File: src/design/assert_macros.svh
// Assertion macros shared by the keyboard event differ modules.
// Each macro expects a clock named clk and an active-low reset named arst_n in scope.
`ifndef ASSERT_MACROS_SVH
`define ASSERT_MACROS_SVH

// Same-cycle implication or plain invariant.
`define HKD_ASSERT(name, prop, msg) \
	name: assert property (@(posedge clk) disable iff (!arst_n) (prop)) else $error(msg);

// Consequence in the cycle after the antecedent.
`define HKD_ASSERT_NEXT(name, ante, cons, msg) \
	name: assert property (@(posedge clk) disable iff (!arst_n) (ante) |=> (cons)) else $error(msg);

`endif

File: src/design/hkd_pkg.sv
// Shared types and constants for the keyboard report event differ.
// No dependencies; used by hkd_lane, hkd_emit and the top level.
`default_nettype none

package hkd_pkg;

	localparam int IN_SLOTS   = 6;
	localparam int MAX_EVENTS = 12;
	localparam int CNT_W      = 4;
	localparam int KEY_W      = 8;
	localparam int FLAG_W     = 4;
	localparam int CFG_W      = 16;

	localparam logic [KEY_W-1:0] CAPS_CODE    = 8'h39;
	localparam logic [CFG_W-1:0] RST_DELAY    = 16'd500;
	localparam logic [CFG_W-1:0] RST_INTERVAL = 16'd50;
	localparam logic             MODE_TICK    = 1'b1;

	typedef enum logic [1:0] {
		EV_DOWN   = 2'd0,
		EV_UP     = 2'd1,
		EV_REPEAT = 2'd2
	} event_kind_t;

	typedef enum logic {
		CFG_START_DELAY = 1'b0,
		CFG_INTERVAL    = 1'b1
	} cfg_reg_t;

	typedef struct packed {
		logic down;
		logic up;
	} lane_hit_t;

endpackage

`default_nettype wire

File: src/design/hkd_lane.sv
// One slot lane: decides whether this slot gives a down and/or an up event.
// Depends on hkd_pkg for lane_hit_t and the key width.
`default_nettype none

module hkd_lane #(
	parameter int KEY_SLOTS = 6
) (
	input  logic [hkd_pkg::KEY_W-1:0]                cur_code,
	input  logic [hkd_pkg::KEY_W-1:0]                prev_code,
	input  logic [KEY_SLOTS-1:0][hkd_pkg::KEY_W-1:0] cur_keys,
	input  logic [KEY_SLOTS-1:0][hkd_pkg::KEY_W-1:0] prev_keys,
	output hkd_pkg::lane_hit_t                       hit
);

	logic in_prev;
	logic in_cur;

	always_comb begin
		in_prev = 1'b0;
		in_cur  = 1'b0;
		for (int i = 0; i < KEY_SLOTS; i++) begin
			if (prev_keys[i] == cur_code) in_prev = 1'b1;
			if (cur_keys[i] == prev_code) in_cur = 1'b1;
		end
		hit.down = (cur_code != '0) && !in_prev;
		hit.up   = (prev_code != '0) && !in_cur;
	end

endmodule

`default_nettype wire

File: src/design/hkd_emit.sv
// Event sequencer: holds the pending event set of one item and drains it in slot order into
// an output register, one beat per unstalled cycle. Depends on hkd_pkg, assert_macros.svh.
`default_nettype none
`include "assert_macros.svh"

module hkd_emit #(
	parameter int KEY_SLOTS = 6
) (
	input  logic                                       clk,
	input  logic                                       arst_n,
	input  logic                                       load,
	input  logic [2*KEY_SLOTS-1:0]                     load_ev,
	input  logic [2*KEY_SLOTS-1:0][hkd_pkg::KEY_W-1:0] load_codes,
	input  logic [hkd_pkg::FLAG_W-1:0]                 load_flags,
	input  logic                                       load_repeat,
	output logic                                       can_load,
	output logic                                       out_valid,
	input  logic                                       out_ready,
	output logic [1:0]                                 out_kind,
	output logic [hkd_pkg::KEY_W-1:0]                  out_code,
	output logic [hkd_pkg::FLAG_W-1:0]                 out_flags,
	output logic                                       out_last
);

	localparam int EV_N  = 2 * KEY_SLOTS;
	localparam int SEL_W = $clog2(EV_N);

	logic [EV_N-1:0]                     pend_q;
	logic [EV_N-1:0][hkd_pkg::KEY_W-1:0] codes_q;
	logic [hkd_pkg::FLAG_W-1:0]          flags_q;
	logic                                rep_q;
	logic [hkd_pkg::CNT_W-1:0]           cnt_q;

	logic                        out_valid_q;
	hkd_pkg::event_kind_t        kind_q;
	logic [hkd_pkg::KEY_W-1:0]   code_q;
	logic [hkd_pkg::FLAG_W-1:0]  oflags_q;
	logic                        last_q;

	logic [SEL_W-1:0] sel_idx;
	logic             found;
	logic [EV_N-1:0]  rest;
	logic             sel_last;
	logic             busy;
	logic             adv;

	// Pick the lowest pending event: even bits are downs, odd bits ups of a slot.
	always_comb begin
		sel_idx = '0;
		found   = 1'b0;
		for (int i = 0; i < EV_N; i++) begin
			if (pend_q[i] && !found) begin
				sel_idx = SEL_W'(i);
				found   = 1'b1;
			end
		end
		rest     = pend_q & ~(EV_N'(1) << sel_idx);
		// Drop whatever is left once the result limit is reached.
		sel_last = (rest == '0) || (cnt_q == hkd_pkg::CNT_W'(hkd_pkg::MAX_EVENTS - 1));
		busy     = |pend_q;
		adv      = busy && (!out_valid_q || out_ready);
		can_load = !busy || (adv && sel_last);
	end

	always_ff @(posedge clk or negedge arst_n) begin
		if (!arst_n) begin
			pend_q <= '0;
			cnt_q  <= '0;
		end else if (load) begin
			pend_q <= load_ev;
			cnt_q  <= '0;
		end else if (adv) begin
			pend_q <= sel_last ? '0 : rest;
			cnt_q  <= cnt_q + hkd_pkg::CNT_W'(1);
		end
	end

	always_ff @(posedge clk) begin
		if (load) begin
			codes_q <= load_codes;
			flags_q <= load_flags;
			rep_q   <= load_repeat;
		end
	end

	always_ff @(posedge clk or negedge arst_n) begin
		if (!arst_n) begin
			out_valid_q <= 1'b0;
		end else if (adv) begin
			out_valid_q <= 1'b1;
		end else if (out_ready) begin
			out_valid_q <= 1'b0;
		end
	end

	always_ff @(posedge clk) begin
		if (adv) begin
			if (rep_q) kind_q <= hkd_pkg::EV_REPEAT;
			else if (sel_idx[0]) kind_q <= hkd_pkg::EV_UP;
			else kind_q <= hkd_pkg::EV_DOWN;
			code_q   <= codes_q[sel_idx];
			oflags_q <= flags_q;
			last_q   <= sel_last;
		end
	end

	assign out_valid = out_valid_q;
	assign out_kind  = kind_q;
	assign out_code  = code_q;
	assign out_flags = oflags_q;
	assign out_last  = last_q;

	`HKD_ASSERT(a_cnt_limit, !busy || (cnt_q < hkd_pkg::CNT_W'(hkd_pkg::MAX_EVENTS)), "event count past limit")
	`HKD_ASSERT(a_load_free, !load || can_load, "load while sequencer still holds events")
	`HKD_ASSERT_NEXT(a_drain_done, adv && sel_last && !load, !busy, "events left after last beat")

endmodule

`default_nettype wire

File: src/design/hid_keyboard_report_event_differ_unit.sv
// Top level of the keyboard report event differ: report/tick state, slot lanes,
// merge of lane results and the event sequencer. Depends on hkd_pkg, hkd_lane, hkd_emit.
//
//  channel | signals                                   | dir | handshake
//  --------+-------------------------------------------+-----+-----------------
//  input   | mode, modifier_byte, key_slot_0..5         | in  | in_valid/in_ready
//  result  | event_kind, key_code, modifier_flags, last | out | out_valid/out_ready
//  config  | cfg_index, cfg_data                       | in  | cfg_we, no wait
//
// An item is evaluated in the cycle it is accepted; its events then leave one per
// cycle from the sequencer while the output is not stalled: a report gives up to 12,
// a tick at most one repeat, and an item without events gives no result.
// The next item is taken in the cycle the sequencer hands over its final event.
// Output stalls hold the sequencer; the output register lets one more item in meanwhile.
// Reset restores the power-up register values and clears all key and timing state.
`default_nettype none
`include "assert_macros.svh"

module hid_keyboard_report_event_differ_unit #(
	parameter int KEY_SLOTS = 6
) (
	input  logic       clk,
	input  logic       arst_n,
	input  logic       in_valid,
	output logic       in_ready,
	input  logic       mode,
	input  logic [7:0] modifier_byte,
	input  logic [7:0] key_slot_0,
	input  logic [7:0] key_slot_1,
	input  logic [7:0] key_slot_2,
	input  logic [7:0] key_slot_3,
	input  logic [7:0] key_slot_4,
	input  logic [7:0] key_slot_5,
	output logic       out_valid,
	input  logic       out_ready,
	output logic [1:0] event_kind,
	output logic [7:0] key_code,
	output logic [3:0] modifier_flags,
	output logic       last_event,
	input  logic       cfg_we,
	input  logic       cfg_index,
	input  logic [15:0] cfg_data
);

	localparam int EV_N = 2 * KEY_SLOTS;

	logic [hkd_pkg::CFG_W-1:0]                delay_q;
	logic [hkd_pkg::CFG_W-1:0]                interval_q;
	logic [KEY_SLOTS-1:0][hkd_pkg::KEY_W-1:0] prev_q;
	logic                                     caps_seen_q;
	logic                                     caps_q;
	logic [hkd_pkg::KEY_W-1:0]                held_key_q;
	logic [hkd_pkg::FLAG_W-1:0]               held_flags_q;
	logic [31:0]                              now_q;
	logic [31:0]                              held_since_q;
	logic [31:0]                              last_rep_q;

	logic [hkd_pkg::IN_SLOTS-1:0][hkd_pkg::KEY_W-1:0] in_slots;
	logic [KEY_SLOTS-1:0][hkd_pkg::KEY_W-1:0]         cur;
	hkd_pkg::lane_hit_t [KEY_SLOTS-1:0]               hits;
	logic [EV_N-1:0]                                  ev;
	logic [EV_N-1:0][hkd_pkg::KEY_W-1:0]              ev_codes;
	logic [EV_N-1:0][hkd_pkg::KEY_W-1:0]              load_codes;

	logic                        acc;
	logic                        is_tick;
	logic                        caps_now;
	logic                        caps_next;
	logic [hkd_pkg::FLAG_W-1:0]  flags;
	logic [hkd_pkg::KEY_W-1:0]   hk_next;
	logic [hkd_pkg::FLAG_W-1:0]  hf_next;
	logic                        any_down;
	logic [31:0]                 now_inc;
	logic                        rep_fire;
	logic                        load;
	logic                        can_load;

	assign in_slots = {key_slot_5, key_slot_4, key_slot_3, key_slot_2, key_slot_1, key_slot_0};

	// Slots past the six report fields read as empty.
	generate
		for (genvar g = 0; g < KEY_SLOTS; g++) begin : g_slot
			if (g < hkd_pkg::IN_SLOTS) begin : g_in
				assign cur[g] = in_slots[g];
			end else begin : g_empty
				assign cur[g] = '0;
			end

			hkd_lane #(.KEY_SLOTS(KEY_SLOTS)) u_lane (
				.cur_code  (cur[g]),
				.prev_code (prev_q[g]),
				.cur_keys  (cur),
				.prev_keys (prev_q),
				.hit       (hits[g])
			);

			assign ev[2*g]         = hits[g].down;
			assign ev[2*g+1]       = hits[g].up;
			assign ev_codes[2*g]   = cur[g];
			assign ev_codes[2*g+1] = prev_q[g];
		end
	endgenerate

	assign is_tick = (mode == hkd_pkg::MODE_TICK);
	assign acc     = in_valid && in_ready;

	always_comb begin
		caps_now = 1'b0;
		for (int i = 0; i < KEY_SLOTS; i++) begin
			if (cur[i] == hkd_pkg::CAPS_CODE) caps_now = 1'b1;
		end
		caps_next = caps_q ^ (caps_now && !caps_seen_q);
		flags = {caps_next,
			modifier_byte[0] | modifier_byte[4],
			modifier_byte[6],
			modifier_byte[1] | modifier_byte[5]};
	end

	// Merge: the last event in slot order decides the held key.
	always_comb begin
		hk_next  = held_key_q;
		hf_next  = held_flags_q;
		any_down = 1'b0;
		for (int i = 0; i < KEY_SLOTS; i++) begin
			if (hits[i].down) begin
				hk_next  = cur[i];
				hf_next  = flags;
				any_down = 1'b1;
			end
			if (hits[i].up) begin
				hk_next = '0;
				hf_next = '0;
			end
		end
	end

	always_comb begin
		now_inc  = now_q + 32'd1;
		rep_fire = (held_key_q != '0)
			&& ((now_inc - held_since_q) >= {16'd0, delay_q})
			&& ((now_inc - last_rep_q) > {16'd0, interval_q});
	end

	always_comb begin
		for (int j = 0; j < EV_N; j++) begin
			load_codes[j] = is_tick ? held_key_q : ev_codes[j];
		end
	end

	assign load = acc && (is_tick ? rep_fire : (|ev));

	hkd_emit #(.KEY_SLOTS(KEY_SLOTS)) u_emit (
		.clk         (clk),
		.arst_n      (arst_n),
		.load        (load),
		.load_ev     (is_tick ? EV_N'(1) : ev),
		.load_codes  (load_codes),
		.load_flags  (is_tick ? held_flags_q : flags),
		.load_repeat (is_tick),
		.can_load    (can_load),
		.out_valid   (out_valid),
		.out_ready   (out_ready),
		.out_kind    (event_kind),
		.out_code    (key_code),
		.out_flags   (modifier_flags),
		.out_last    (last_event)
	);

	assign in_ready = can_load;

	always_ff @(posedge clk or negedge arst_n) begin
		if (!arst_n) begin
			delay_q    <= hkd_pkg::RST_DELAY;
			interval_q <= hkd_pkg::RST_INTERVAL;
		end else if (cfg_we) begin
			unique case (hkd_pkg::cfg_reg_t'(cfg_index))
				hkd_pkg::CFG_START_DELAY: delay_q    <= cfg_data;
				hkd_pkg::CFG_INTERVAL:    interval_q <= cfg_data;
				default: ;
			endcase
		end
	end

	always_ff @(posedge clk or negedge arst_n) begin
		if (!arst_n) begin
			prev_q       <= '0;
			caps_seen_q  <= 1'b0;
			caps_q       <= 1'b0;
			held_key_q   <= '0;
			held_flags_q <= '0;
			now_q        <= '0;
			held_since_q <= '0;
			last_rep_q   <= '0;
		end else if (acc) begin
			if (is_tick) begin
				now_q <= now_inc;
				if (rep_fire) last_rep_q <= now_inc;
			end else begin
				prev_q       <= cur;
				caps_seen_q  <= caps_now;
				caps_q       <= caps_next;
				held_key_q   <= hk_next;
				held_flags_q <= hf_next;
				if (any_down) begin
					held_since_q <= now_q;
					last_rep_q   <= '0;
				end
			end
		end
	end

	`HKD_ASSERT(a_caps_on_report, (caps_q == $past(caps_q)) || $past(acc && !is_tick), "caps lock moved without a report")
	`HKD_ASSERT(a_held_flags_clear, (held_key_q != '0) || (held_flags_q == '0), "stray held flags")
	`HKD_ASSERT_NEXT(a_out_hold, out_valid && !out_ready, out_valid && $stable(key_code), "beat dropped")

endmodule

`default_nettype wire

File: config.mk
export PLATFORM = sky130hd
export DESIGN_NAME = hid_keyboard_report_event_differ_unit
export DESIGN_NICKNAME = d
export VERILOG_FILES = /design/src/design/hkd_pkg.sv /design/src/design/hkd_lane.sv /design/src/design/hkd_emit.sv /design/src/design/hid_keyboard_report_event_differ_unit.sv
export VERILOG_INCLUDE_DIRS = /design/src /design/src/design
export SDC_FILE = /design/constraint.sdc
export NUM_CORES = 1
export LEC_CHECK = 0
export BUFFER_PORTS_ARGS = -buffer_cell sky130_fd_sc_hd__buf_4
export CAP_MARGIN = 20
export CORE_MARGIN = 2
export CORE_UTILIZATION = 50
export CTS_CLUSTER_DIAMETER = 60
export DETAILED_ROUTE_END_ITERATION = 6
export HOLD_SLACK_MARGIN = 0.1
export PLACE_DENSITY = 0.67
export SYNTH_ARGS = -nofsm -noshare
export SYNTH_HDL_FRONTEND = slang
export SYNTH_SLANG_ARGS = --single-unit
export TNS_END_PERCENT = 10
File: constraint.sdc
create_clock -name clk -period 6.6 [get_ports clk]
set_input_delay 0.66 -clock clk [delete_from_list [all_inputs] [get_ports clk]]
set_output_delay 0.66 -clock clk [all_outputs]
set_load 0.005 [all_outputs]
Word-level counts from Yosys, hierarchy flattened

Cells that the tools add are included.

Register bits: 323
Logic and storage cells: 375
Output and inout port bits: 17

Bitwise logic cells: 7
Shift operators: 1
Multiplexer cells: 158
Eq/ne operators: 80
$add $sub $neg: 4
Reduce and logical (&&, ||, !) cells: 86
Order comparisons: 3

Operators with widths:

| operator                                          | count |
|---|---|
| == test 8 bit                                     | 72 |
| 2-to-1 mux 8 bit                                  | 25 |
| nonzero test 8 bit                                | 13 |
| 2-to-1 mux 1 bit                                  | 100 |
| 2-to-1 mux 4 bit                                  | 25 |
| 2-to-1 mux 32 bit                                 | 3 |
| subtractor 32 bit                                 | 2 |
| == test 8 x 6 -> 1 bit (second input constant)    | 6 |
| 2-to-1 mux 12 bit                                 | 4 |
| adder 32 x 1 -> 32 bit (second input constant)    | 1 |
| binary-select mux 8 bit (select 4 bit)            | 1 |
| >= comparator 32 x 16 -> 1 bit                    | 1 |
| greater-than comparator 32 x 16 -> 1 bit          | 1 |
| logical AND 1 bit                                 | 30 |
| zero test 1 bit                                   | 26 |
| OR reduction 12 bit                               | 2 |
| bitwise AND 12 bit                                | 1 |
| zero test 12 bit                                  | 1 |
| NOT 12 bit                                        | 1 |
| nonzero test 12 bit                               | 1 |
| << shifter 1 x 4 -> 12 bit (first input constant) | 1 |
| AND reduction 3 bit                               | 3 |
| AND reduction 2 bit                               | 4 |
| nonzero test 2 bit                                | 3 |
| other kinds (8)                                   | 12 |

Logic depth before layout (Yosys ltp)

Gate-level depths: netlist (run 1).

Depth after elaboration: 44
Gate-level depth with buffers: 27

Cells and area by module

A second synthesis (run 1) with hierarchy kept.

Cell total of the unflattened synthesis: 3108
Area, all modules: 27642.8 um^2

By module, submodules not included:

| module                                | area each (um^2) | cells an instance | seq. area each (um^2) | instances |
|---|---|---|---|---|
| hid_keyboard_report_event_differ_unit | 14411.3          | 1809              | 4765.8                | 1 |
| hkd_lane                              | 1292.5           | 154               | 0.0                   | 6 |
| hkd_emit                              | 5476.5           | 375               | 3908.7                | 1 |

Worst setup path after synthesis (run 1)

Ideal clock, no wire load.

Kind: reg2reg
From: reg now_q[0]
To: reg u_emit.codes_q[0] in the netlist's numbering (enable)
Slack: 0.123 ns
Library setup time: 0.417 ns
Required time: 6.183 ns
Stages on the path, launching flop included: 23
Data arrival time: 6.060 ns
Period minus slack after synthesis: 6.477 ns
Cell sequence: dfrtp_1 -> ha_1 -> nand3_1 -> nor2_1 -> nand2_1 -> nor3_1 -> nand2_1 -> or3_1 -> or2_2 -> xnor2_1 -> ha_1 -> buf_2 -> a21oi_1 -> o21ai_0 -> mux2_2 -> a211o_1 -> a311oi_1 -> a311oi_1 -> nand4_1 -> o21ai_1 -> o21bai_1 -> a21oi_2 -> buf_2

Word-level cells in the longest chain between the ends: 7

Ends and longest elaborated chain:

| item                           | RTL line                                     | RTL |
|---|---|---|
| from (decl)                    | hid_keyboard_report_event_differ_unit.sv:54  | `logic [31:0] now_q;` |
| from (signal assigned)         | hid_keyboard_report_event_differ_unit.sv:196 | `now_q <= now_inc;` |
| adder 32 x 1 -> 32 bit (*)     | hid_keyboard_report_event_differ_unit.sv:138 | `now_inc = now_q + 32'd1;` |
| via now_inc[24]                | hid_keyboard_report_event_differ_unit.sv:73  | `logic [31:0] now_inc;` |
| subtractor 32 bit              | hid_keyboard_report_event_differ_unit.sv:140 | `&& ((now_inc - held_since_q) >= {16'd0, delay_q})` |
| >= comparator 32 x 16 -> 1 bit | hid_keyboard_report_event_differ_unit.sv:140 |  |
| logical AND 1 bit              | hid_keyboard_report_event_differ_unit.sv:140 |  |
| logical AND 1 bit (*)          | hid_keyboard_report_event_differ_unit.sv:141 | `&& ((now_inc - last_rep_q) > {16'd0, interval_q});` |
| 2-to-1 mux 1 bit (*)           | hid_keyboard_report_event_differ_unit.sv:150 | `assign load = acc && (is_tick ? rep_fire : (\|ev));` |
| logical AND 1 bit (*)          | hid_keyboard_report_event_differ_unit.sv:150 |  |
| via load                       | hid_keyboard_report_event_differ_unit.sv:75  | `logic load;` |
| to (signal assigned)           | hkd_emit.sv:80                               | `codes_q <= load_codes;` |
| to (decl)                      | hkd_emit.sv:29                               | `logic [EV_N-1:0][hkd_pkg::KEY_W-1:0] codes_q;` |

Mark *: on every way through the listed nets, which the timed path passes. The rest lies on a longest branch.
A chain may end at the register's enable or synchronous reset.

Worst setup path in the final report (run 1)

From: reg now_q[1]
To: reg u_emit.rep_q (enable)

Word-level cells in the longest chain between the ends: 7

Ends and longest elaborated chain:

| item                           | RTL line                                     | RTL |
|---|---|---|
| adder 32 x 1 -> 32 bit (*)     | hid_keyboard_report_event_differ_unit.sv:138 |  |
| via now_inc[24]                | hid_keyboard_report_event_differ_unit.sv:73  |  |
| subtractor 32 bit              | hid_keyboard_report_event_differ_unit.sv:140 |  |
| >= comparator 32 x 16 -> 1 bit | hid_keyboard_report_event_differ_unit.sv:140 |  |
| logical AND 1 bit              | hid_keyboard_report_event_differ_unit.sv:140 |  |
| logical AND 1 bit (*)          | hid_keyboard_report_event_differ_unit.sv:141 |  |
| 2-to-1 mux 1 bit (*)           | hid_keyboard_report_event_differ_unit.sv:150 |  |
| logical AND 1 bit (*)          | hid_keyboard_report_event_differ_unit.sv:150 |  |
| to (signal assigned)           | hkd_emit.sv:82                               | `rep_q <= load_repeat;` |
| to (decl)                      | hkd_emit.sv:31                               | `logic rep_q;` |

Marks and branches as above.

==> flow_summary.ini, run 1 <==
[critical_path]
crit_arrival_ns = 6.50
worst-path-max-fanout = 8
worst_setup_path_end_kind = register
start_kind = register
crit_required_ns = 6.89
crit_type = reg2reg

[clock_network]
root_buffer = clkbuf_16
cts_tree = built
clk_latency_ns = 0.58
cts_buffers = 42
clkTransAtPathRegs_ns = 0.06
clockBufferDepth = 3
cts.sinks = 323
htreeDepth = 2

[floorplan]
core_um2 = 46500
dieArea_um2 = 48700
row_count = 79
io_pins = 96
initial_core_util_pct = 50.5
die_y_um = 221
chipWidth_um = 221

[status]
status = finished with violations
violations = design-rule violations

[sta]
setup_viol = 0
rsz0062_at_grt = false
max_freq_ghz = 0.161
fin_ws_ns = 0.386
fin_worst_skew_ns = 0.0175
fin_crit_sh_pct = 94.1
timing.final.crit_period_ns = 6.21
drv_slew = 0
tns_ns = 0
slew_headroom_pct = 29.9
whs_ns = 0.293
final_hold_viol_count = 0
worstMarginPinSlew_ns = 1.05

[global_routing]
grt_pass1_vias = 19600
grt_overflow = 0
grt_pass1_wl_um = 115000
grt_max_degree = 126
antenna_found_initial = 0
grt_use_total_pct = 31.3

[synthesis]
synthMuxAreaShare_pct = 6.99
yosys_warnings = 0
synth_edf_count = 116
synthXorXnorAreaFrac_pct = 14.6
syn-instance-count = 2589
ys_ff_latch = 323
synthSimpleGateAreaFrac_pct = 14.5
seq_area_frac_synth_pct = 37.0
synth_area_leaders = dfrtp_1 (21%), edfxtp_1 (15%), xor2_1 (7.6%), xnor2_1 (6.9%), ha_1 (5.1%)
async_reset_ff_share_pct = 64.1
synth_top_area_cell = dfrtp_1
syn_area_um2 = 23500
yosysUniqueCellTypes = 86
avgSynthCellArea_um2 = 9.07
synth_top_area_share_pct = 21.1
syn_nets = 2766
synth_most_common_cell = nand2_1
synthFlopType = dfrtp_1
yosys-top-cells-count = nand2_1 (266), inv_1 (223), o21ai_0 (223)
synth_top_family_by_area = XOR/XNOR gates
synth-adder-area-share_pct = 5.33
synth_compound_area_share_pct = 14.2

[placed_design]
hpwlAfterDp_um = 54900
dp_slack_ns = 0.320
dpl-instance-area_um2 = 24400
port_buffers = 92
routabilityCongestion = 0.993

[route]
viasPerCell = 6.06
drc_errors = 1
drtIter0Drc = 1759
first_pass_iters = 7
dr_total_vias = 19500
wl_per_cell_um = 23.4
wl_um = 75300
drtAntennaViolNets = 0

[pwr]
ir_worst_vdd_mv = 0.328
p_clk_share_pct = 17.4
power_mw = 13.5
p_leak_nw = 11.3
power_report.internal_total_mw = 7.55
combPwrFrac_pct = 55.8
p_sw_mw = 5.98
powerDensity_nw_per_um2 = 522
swShare_pct = 44.2
p_seq_share_pct = 26.9

[cells_and_area]
postLayoutCellArea_um2 = 25900
n_antenna_cell = 0
layout-drive-gt1-share_pct = 13.4
num-nets-final = 2752
synthToLayoutAreaGrowth_pct = 10.4

[min_path]
min_path_type = in2reg

[run]
maxCapViolCount = 0
metal layers:
metal | vias to the layer above | GRT usage, % | wire length (um)
li1 | 9016 | - | -
met1 | 9463 | 38.2 | 29900
met2 | 741 | 53.4 | 36000
met3 | 239 | 4.80 | 4960
met4 | 0 | 16.6 | 4420
met5 | - | 0 | 0
flip-flops by register name (all words and copies together) (netlist names), 2 cells and up:
register	cells
delay_q	16
ev_codes	48
held_flags_q	4
held_key_q	8
held_since_q	32
interval_q	16
last_rep_q	32
now_q	32
u_emit.cnt_q	4
u_emit.codes_q	96
u_emit.flags_q	4
u_emit.out_code	8
u_emit.out_flags	4
u_emit.out_kind	2
u_emit.pend_q	12
power by group through the flow:
stage	registers, mW	clock network [mW]	logic [mW]
global route	3.70	2.48	8.36
CTS	3.61	2.39	7.49
finish	3.63	2.35	7.55
detailed placement	3.65	0	7.44
floorplan	3.01	0	5.95
global placement	3.63	0	7.29
layout make-up:
type,instances,area (um^2)
clock buffer,55,1160
clock inverter,20,255
fill,4197,20500
inverter,224,841
multi-input combinational,1850,13100
sequential,323,8670
tap,607,759
timing repair buffer,134,1080
placed cells by master, fill, tap and decap left out, drive strengths merged, types with 30 or more instances in the layout:
master    n
nor2    117
ha       96
nor4     90
xor2    205
edfxtp  116
xnor2   185
nor3     30
dfrtp   198
nand4    67
nand2   269
inv     228
nand3    40
a21oi   129
o21ai   238
buf     133
mux2     81
clkbuf   55
what timing repair did:
item | CTS | global route
hold endpoints to repair | 2 | 0
endpoints found under the setup margin | 0 | 148
setup buffers | 0 | 1
hold buffers | 1 | 0
gates resized for setup | 0 | 9
critical path, cell delays in order, from the launching register on:
cell and delay [ns]:
dfrtp_1 0.40, ha_1 0.23, nand3_1 0.15, nor2_1 0.19, buf_4 0.15, nand2_1 0.07
nor3_1 0.20, buf_4 0.17, nand2_1 0.10, or3_1 0.43, or2_2 0.33, xnor2_1 0.31
ha_1 0.31, a21oi_1 0.36, o21ai_0 0.21, mux2_2 0.31, a211o_1 0.27, a311oi_1 0.29
a311oi_1 0.11, nand4_1 0.13, o21ai_1 0.10, o21bai_1 0.20, buf_4 0.17, a21oi_4 0.30
buf_4 0.24, buf_4 0.18
worst paths after layout:
path / slack [ns] / from / to / depth (start not counted)
max: 0.39 / now_q[1] / u_emit.rep_q / 25
min: 0.29 / cfg_data[12] / delay_q[12] / 3
max reg2reg: 0.39 / now_q[1] / u_emit.rep_q / 25
min reg2reg: 0.43 / u_emit.flags_q[0] / u_emit.out_flags[0] / 0
max in group asynchronous: 4.76 / arst_n / ev_codes[45] / 3
min in group asynchronous: 0.65 / arst_n / held_since_q[28] / 2
per-stage QoR:
stage	utilization [%]	cells
global placement	52.5	3134
CTS	55.6	3211
detailed placement	52.6	3135
global route	55.8	3213
floorplan	-	2589
finish	55.8	3213
kinds of logic after synthesis:
kind of cell / Yosys count
and+or+nand+nor: 697
AOI/OAI and AO/OA: 549
buffers and inverters: 416
xor gates and xnor gates: 391
DFF: 323
muxes: 114
adders and majority gates: 99
Power figures use the tool's default switching activity.
==> inputs of run 2 (changes only) <==
SYNTH_HIERARCHICAL = 1   (was not set)
==> run 2 against run 1 <==
Net effect: the run now ends clean; highest routed layer unchanged; largest cell class unchanged; critical endpoint is now last_rep_q[21]; critical path type unchanged; clock-buffer cell count did not move; largest power group unchanged; synthesized cell count rose by 20%; via count rose by 22%; hold slack improved by 0.022 ns; sequential share of layout area fell by 4.8 points; power rose by 9.8%.
==> flow_summary.ini, run 2 <==
[clock_network]
clkTransAtPathRegs_ns = 0.06
cts_buffers = 41
clk_latency_ns = 0.57
cts_tree = built
cts.sinks = 323
root_buffer = clkbuf_16
clockBufferDepth = 3
htreeDepth = 2

[route]
drtAntennaViolNets = 0
drc_errors = 0
drtIter0Drc = 2735
viasPerCell = 6.11
dr_total_vias = 23700
first_pass_iters = 5
wl_um = 87200
wl_per_cell_um = 22.5

[cells_and_area]
largest-register = u_emit/codes_q
fill_cells = 4986
num-nets-final = 3311
utilization_pct = 55.1
final_common_cell = xnor2_1
synthToLayoutAreaGrowth_pct = 9.44
n_antenna_cell = 0
final_cell_mix = xnor2_1 (528), nand2_1 (289), o21ai_0 (268), inv_1 (218), dfrtp_1 (196)
layout-drive-gt1-share_pct = 13.7
largest_reg_flops = 96

[global_routing]
grt_pass1_vias = 23000
antenna_found_initial = 0
grt_max_degree = 117
grt_use_total_pct = 30.3
grt_overflow = 0
grt_pass1_wl_um = 135000

[pwr]
p_leak_nw = 12.4
ir_worst_vdd_mv = 0.342
powerDensity_nw_per_um2 = 491
power_mw = 14.9

[critical_path]
start_kind = register
crit_required_ns = 7.04
worst-path-max-fanout = 16
crit_type = reg2reg
crit_arrival_ns = 6.80
cp_top_family = simple AND/OR/NAND/NOR gates
slowest_delay_ns = 0.47
worst_setup_path_end_kind = register
crit_buf_inv = 3
slowest_stage = or4_1

[floorplan]
core_um2 = 54900
die_y_um = 239
initial_core_util_pct = 50.4
row_count = 86
chipWidth_um = 239
dieArea_um2 = 57200
io_pins = 96

[synthesis]
synth_area_leaders = dfrtp_1 (18%), xnor2_1 (17%), edfxtp_1 (13%), o21ai_0 (4.9%), xor2_1 (4.4%)
ys_ff_latch = 323
synth_top_area_share_pct = 17.9
yosys-top-cells-count = xnor2_1 (531), nand2_1 (291), o21ai_0 (268)
yosys_warnings = 6
synthFlopType = dfrtp_1
async_reset_ff_share_pct = 64.1
syn_nets = 3285
synth_top_area_cell = dfrtp_1
synth_edf_count = 116
avgSynthCellArea_um2 = 8.89
syn_area_um2 = 27600
synth_most_common_cell = xnor2_1
seq_area_frac_synth_pct = 31.4
yosysUniqueCellTypes = 86
syn-instance-count = 3108

[sta]
tns_ns = 0
max_freq_ghz = 0.157
drv_slew = 0
fin_worst_skew_ns = 0.0199
slew_headroom_pct = 25.8
worstMarginPinSlew_ns = 1.10
fin_crit_sh_pct = 96.4
final_hold_viol_count = 0
setup_viol = 0
timing.final.crit_period_ns = 6.36

[placed_design]
port_buffers = 92
routabilityCongestion = 0.935
hpwlAfterDp_um = 61300

[min_path]
min_path_type = in2reg

[status]
status = finished clean

[run]
maxCapViolCount = 0
-- run 2: layout make-up --
type | count | area [um^2] | area share [%]
Inverter | 219 | 826 | 2.73
Tap cell | 704 | 881 | 2.91
Timing Repair Buffer | 194 | 1570 | 5.18
Multi-Input combinational cell | 2355 | 16900 | 55.7
Sequential cell | 323 | 8680 | 28.7
Clock inverter | 21 | 256 | 0.848
Clock buffer | 55 | 1180 | 3.91
-- run 2: cell families (layout without fill, tap and decap cells) --
group / count (synthesis) / after routing / synth area share (%)
flops: 323 / 323 / 31.4
buf+inv: 431 / 489 / 8.48
compound gates: 615 / 615 / 13.8
xor+xnor: 676 / 676 / 21.6
mux: 106 / 106 / 4.47
fa+ha+maj: 100 / 100 / 4.56
simple gates: 857 / 858 / 15.7
-- run 2: worst paths after layout --
| check | slack (ns) | startpoint | end | cells after the start |
|---|---|---|---|---|
| max in group asynchronous | 4.52 | arst_n | u_emit/pend_q[2] | 3 |
| min reg2reg | 0.42 | u_emit/flags_q[0] | u_emit/out_flags[0] | 0 |
| max | 0.24 | now_q[0] | last_rep_q[21] | 25 |
| max reg2reg | 0.24 | now_q[0] | last_rep_q[21] | 25 |
| min in group asynchronous | 0.66 | arst_n | delay_q[15] | 2 |
| min | 0.31 | cfg_data[2] | delay_q[2] | 3 |
-- run 2: routing by layer --
layer	track usage (%)	share of wire, %	vias to the layer above
met5	0	0	-
met4	11.6	4.1	0
met3	6.05	9.0	273
met2	45.6	43	1166
met1	42.9	44	11400
li1	-	-	10800
-- run 2: timing repair --
item | 4_1_cts | 5_1_grt
hold buffers | 1 | 0
buffers inserted | 0 | 5
endpoints found under the setup margin | 2 | 149
endpoints found under the hold margin | 65 | 0
gates resized for setup | 1 | 32
pin swaps | 1 | 11
cloned | 0 | 2
-- run 2: tightest hold or removal path, stage by stage --
cell and delay, ns:
buf_4 0.08, nand2_1 0.03, o21ai_0 0.06
-- run 2: per-stage QoR --
step	hold slack (ns)	worst slack [ns]	area, um^2	instances
4_1_cts	0.293	0.0963	30000	3863
3_3_place_gp	0.402	0.100	28500	3786
5_1_grt	0.329	-0.0702	30300	3871
2_1_floorplan	0.364	0.00617	27700	3108
3_5_place_dp	0.405	0.0277	28500	3786
6_report	0.315	0.241	30300	3871
-- run 2: power breakdown --
part           internal (mW)  switching (mW)  leakage, nW  total, mW
Combinational           3.85            5.33         7.89       9.18
Sequential              2.77           0.526         3.77       3.30
Clock                   1.44           0.938        0.705       2.38
